**src/rtl/hte_pkg.sv**
```systemverilog
`default_nettype none
package hte_pkg;

  // Field widths
  localparam int unsigned OP_W   = 2;
  localparam int unsigned SYM_W  = 8;
  localparam int unsigned CODE_W = 32;
  localparam int unsigned LEN_W  = 6;
  localparam int unsigned BYTE_W = 8;

  // Accumulator: up to seven pending bits ahead of one full-width code
  localparam int unsigned PEND_W = BYTE_W - 1;
  localparam int unsigned CNT_W  = $clog2(BYTE_W);
  localparam int unsigned ACC_W  = PEND_W + CODE_W;
  localparam int unsigned TOT_W  = $clog2(ACC_W + 1);

  // Parameter defaults
  localparam int unsigned DEF_MAX_CODE_LEN = 32;
  localparam int unsigned DEF_SYMBOL_COUNT = 256;

  typedef enum logic [OP_W-1:0] {
    OP_LOAD   = 2'd0,
    OP_ENCODE = 2'd1,
    OP_FLUSH  = 2'd2
  } hte_op_e;

  typedef enum logic [1:0] {
    ST_IDLE,
    ST_LOOKUP,
    ST_EMIT,
    ST_FLUSH
  } hte_state_e;

  typedef struct packed {
    hte_op_e            opcode;
    logic [SYM_W-1:0]   symbol;
    logic [CODE_W-1:0]  code_value;
    logic [LEN_W-1:0]   code_length;
  } hte_in_t;

  typedef struct packed {
    logic [BYTE_W-1:0] out_byte;
    logic              last_of_run;
  } hte_out_t;

  // Controller to datapath
  typedef struct packed {
    logic load_we;
    logic rd_en;
    logic merge;
    logic emit;
    logic finish;
    logic flush_emit;
  } hte_cmd_t;

  // Datapath to controller
  typedef struct packed {
    logic sym_ok;
    logic has_byte;
    logic pend_nz;
    logic can_emit;
  } hte_status_t;

endpackage
`default_nettype wire

```
**src/rtl/hte_ctrl.sv**
```systemverilog
`default_nettype none
module hte_ctrl import hte_pkg::*; (
  input  wire logic        clk_i,
  input  wire logic        rst_ni,
  input  wire logic        in_valid_i,
  input  wire hte_op_e     opcode_i,
  output      logic        in_ready_o,
  input  wire hte_status_t status_i,
  output      hte_cmd_t    cmd_o
);

  hte_state_e state_q, state_d;
  logic       accept;

  assign in_ready_o = (state_q == ST_IDLE);
  assign accept     = in_valid_i && in_ready_o;

  always_comb begin
    state_d = state_q;
    unique case (state_q)
      ST_IDLE: begin
        if (accept && opcode_i == OP_ENCODE && status_i.sym_ok) begin
          state_d = ST_LOOKUP;
        end else if (accept && opcode_i == OP_FLUSH && status_i.pend_nz) begin
          state_d = ST_FLUSH;
        end
      end
      ST_LOOKUP: state_d = ST_EMIT;
      ST_EMIT: begin
        if (!status_i.has_byte) begin
          state_d = ST_IDLE;
        end
      end
      ST_FLUSH: begin
        if (status_i.can_emit) begin
          state_d = ST_IDLE;
        end
      end
      default: state_d = ST_IDLE;
    endcase
  end

  always_comb begin
    cmd_o            = '0;
    cmd_o.load_we    = accept && opcode_i == OP_LOAD && status_i.sym_ok;
    cmd_o.rd_en      = accept && opcode_i == OP_ENCODE && status_i.sym_ok;
    cmd_o.merge      = (state_q == ST_LOOKUP);
    cmd_o.emit       = (state_q == ST_EMIT) && status_i.has_byte && status_i.can_emit;
    cmd_o.finish     = (state_q == ST_EMIT) && !status_i.has_byte;
    cmd_o.flush_emit = (state_q == ST_FLUSH) && status_i.can_emit;
  end

  always_ff @(posedge clk_i or negedge rst_ni) begin
    if (!rst_ni) begin
      state_q <= ST_IDLE;
    end else begin
      state_q <= state_d;
    end
  end

endmodule
`default_nettype wire

```
**config.mk**
```make
export PLATFORM = sky130hd
export DESIGN_NAME = hte_ctrl
export DESIGN_NICKNAME = d
export VERILOG_FILES = /design/src/rtl/hte_pkg.sv /design/src/rtl/hte_ctrl.sv
export SDC_FILE = /design/constraint.sdc
export NUM_CORES = 1
export LEC_CHECK = 0
export ABC_AREA = 1
export BUFFER_PORTS_ARGS = -buffer_cell sky130_fd_sc_hd__buf_2
export CORE_AREA = 2 2 39 41
export CTS_CLUSTER_DIAMETER = 100
export DETAILED_ROUTE_END_ITERATION = 12
export DIE_AREA = 0 0 41 43
export PLACE_DENSITY = 0.42
export REMOVE_ABC_BUFFERS = 1
export SLEW_MARGIN = 20
export SYNTH_ARGS = -nofsm -noshare
export SYNTH_HDL_FRONTEND = slang
export SYNTH_SLANG_ARGS = --single-unit
export TNS_END_PERCENT = 10
```
**constraint.sdc**
```tcl
create_clock -name clk_i -period 1.4 [get_ports clk_i]
set_input_delay 0.21 -clock clk_i [delete_from_list [all_inputs] [get_ports clk_i]]
set_output_delay 0.21 -clock clk_i [all_outputs]
set_load 0.01 [all_outputs]
```
# After elaboration in Yosys (flattened, before gate mapping)
# Index checks and enable logic that the tools add are counted.
# op_classes
n_eq_ne	8
reduce_logical	15
mux	5
# ops
op	count
$logic_and 1x1->1	11
$mux 2	4
$pmux 2 s4	1
$eq 2x2->1 const B	3
$eq 2x1->1 const B	2
$logic_not 2->1	2
$ne 2x2->1 const B	2
$ne 3x1->1 const B	1
$reduce_and 3->1	1
$logic_not 1->1	1
# word_totals
regBits	2
output_inout_bits	7

# Logic depth before layout (Yosys ltp)
# logic_depth
ltp_word	7
mapped_depth	7

# Least setup slack after synthesis
# OpenSTA, ideal clock, no wires.
# synth_path
path_type	register to register
from	register state_q[1]
to	register state_q[1]
slack_ns	0.204
arrival_ns	1.077
n_path_buf	0
path_stages_with_launch	6
setup_ns	0.119
required_ns	1.281
period_less_slack_ns	1.196
path_cell_list	dfrtp_1 -> nor2_4 -> nand2_2 -> nor2_2 -> nor2_2 -> o21a_1
# synth_lines
item	line	text
start, declared	hte_ctrl.sv:12	hte_state_e state_q, state_d;
start signal, assigned	hte_ctrl.sv:57	state_q <= state_d;

==> metrics.cfg <==
[logic_synthesis]
post-synth-top-count-cell=inv_1
ys_top_cells_by_count=inv_1 (6), nand3_1 (4), nor2_1 (4)
ys_types=13
yosys.area.top_type=dfrtp_1
synthAdderAreaFrac_pct=0
synthXorXnorAreaFrac_pct=0
synthFlopType=dfrtp_1
ys_seq_elements=2
async_reset_ff_share_pct=100.0
synth_top_area_share_pct=26.85
synth_compound_area_share_pct=6.711
yosysSeqAreaShare_pct=26.85
ys.warnings.count=0
avgSynthCellArea_um2=6.429
synth_area_leaders=dfrtp_1 (27%), inv_1 (12%), nand3_1 (11%)
synth-simple-area-share_pct=54.36
synth-edff-count=0
synth_area_um2=186.4
synthCells=29
synth.area.mux_share_pct=0
synth_top_family_by_area=simple AND/OR/NAND/NOR gates

[worst_setup_path]
critical_path_class=register to output port
cp_cell_sequence=nor2_4 -> nand2_2 -> nor2_1 -> and3_1 -> buf_2
startpoint=state_q[1]$_DFFE_PN0P_
slowest_delay_ns=0.42
required_ns=1.19
worst_setup_path_end_kind=output port
cpMaxStageDelayCell=dfrtp_2
critical_path.max_fanout=3
start_kind=register
r2r_start=state_q[1]$_DFFE_PN0P_
arrival_ns=1.15

[route]
dr_total_vias=259
drt-total-wl_um=509
via_per_inst=3.866
drtIter0Drc=1
ant_nets=0
avgRoutedWirePerCell_um=7.597
dr.pass1.iters=3
drc=0

[floorplan]
fp.dieW_um=41
dieArea_um2=1763
pin_count=16
start_util_pct=13.47
die_h_um=43
core-area_um2=1384
rows=14

[clock_network]
path_clk_slew_ns=0.03
ctsRootBufferMaster=clkbuf_4
cts_tree=built
h-tree-depth=1
clock-sinks=2
cts.path.max_buffers=2
clk_latency_ns=0.22
cts_buffers=3

[global_routing]
busiest_layer=met2
grt_usage_pct=6.820
grt_start_max_net_pins=7
first_global_vias=225
antenna_found_initial=0
grt_overflow=0
use_met3_pct=1.571
use_met2_pct=10.94
grt_pass1_wl_um=800
grt.met1_usage_pct=6.731

[timing]
hold_viol=0
setup_viol=0
rsz0062_at_grt=true
relSlewSlack_pct=90.95
tightest_slew_ns=0.1343
period_minus_slack_ns=1.364
fmax_ghz=0.7330
fin_worst_skew_ns=0.001250
post-route-period-util_pct=97.45
fin_ws_ns=0.03576
maxSlewViolCount=0

[power_and_ir_drop]
peakVddDrop_uv=433.5
power.density_nw_per_um2=1788
finalPower_uw=606.3
leakage_uw=0.0001974

[cells_and_area]
top_regs=state_q x2
largest_reg_flops=2
nets=62
area_delta_synth_final_pct=81.88
layout-drive-gt1-share_pct=54.90
diodes=0
largest_register=state_q

[placed_design]
dp_worst_setup_slack_ns=0.1607
portBuffers=15
place_congestion=0.6085
dpl.hpwl_um=386.5

[job]
maxCapViolations=0

[min_path]
hp-class=input port to register
min_from=status_i[0]

[status]
outcome=finished clean

path summary, 6_finish.rpt:
| path | to | slack (ns) | cells past startpoint |
|---|---|---|---|
| max | cmd_o[5] | 0.04 | 5 |
| min | state_q[0]$_DFFE_PN0P_ | 0.29 | 4 |
| max reg2reg | state_q[1]$_DFFE_PN0P_ | 0.26 | 6 |
| min reg2reg | state_q[0]$_DFFE_PN0P_ | 0.61 | 2 |
| max in group asynchronous | state_q[0]$_DFFE_PN0P_ | 1.00 | 2 |
| min in group asynchronous | state_q[1]$_DFFE_PN0P_ | 0.30 | 2 |
cells in the final DEF, fill, tap and decap left out:
cell type	synthesis	final
nand3_1	4	4
nor2_1	4	4
nand2_1	2	2
nor3_1	2	2
nand4_1	1	1
nand2_2	2	2
o21a_1	1	1
clkbuf_4	0	3
and3_1	1	1
o21ai_0	1	1
nor2_2	2	2
nor2_4	1	1
inv_1	6	6
buf_2	0	15
dfrtp_2	0	2
dlygate4sd3_1	0	1
buf_4	0	3
where the power goes:
group	switching [µW]	total [µW]	internal [µW]
sequential	35.6	126	90.1
clock	33.6	128	94.7
combinational	183	352	170
critical path, delay by kind of cell, from the launching register on:
kind / cells / cell delay (ns)
flops: 1 / 0.42
simple gates: 4 / 0.40
buf+inv: 1 / 0.12
metal layers:
metal,part of all wire [%],vias up
met5,0,-
met3,2.2,0
met4,0,0
met2,63,3
met1,35,118
li1,-,138
logic make-up after synthesis:
kind of cell	Yosys count
flops	2
compound gates	2
simple gates	19
buf+inv	6
final cells by class:
cell class	instances	area [µm²]
fill	169	1045
sequential	2	52.55
multi-input combinational	21	113.9
tap	16	20.02
timing repair buffer	19	107.6
clock buffer	3	22.52
inverter	6	22.52
per-stage QoR:
step,setup TNS [ns],area (µm²),util (%),hold slack (ns),instances
global placement,0,281.5,20.34,-0.001352,60
finish,0,339.1,24.50,0.2863,67
global route,-0.06187,339.1,24.50,0.2947,67
CTS,0,330.3,23.87,0.2813,66
detailed placement,0,281.5,20.34,-0.003343,60
floorplan,0,186.4,-,-0.08559,29
timing repair:
item,4_1_cts,5_1_grt
gates cloned,0,0
buffers inserted,2,1
endpoints found under the hold margin,2,0
gates resized for setup,1,1
pin swaps,1,1
setup endpoints to repair,2,2
hold buffers,1,0
(Power assumes the default switching activity.)
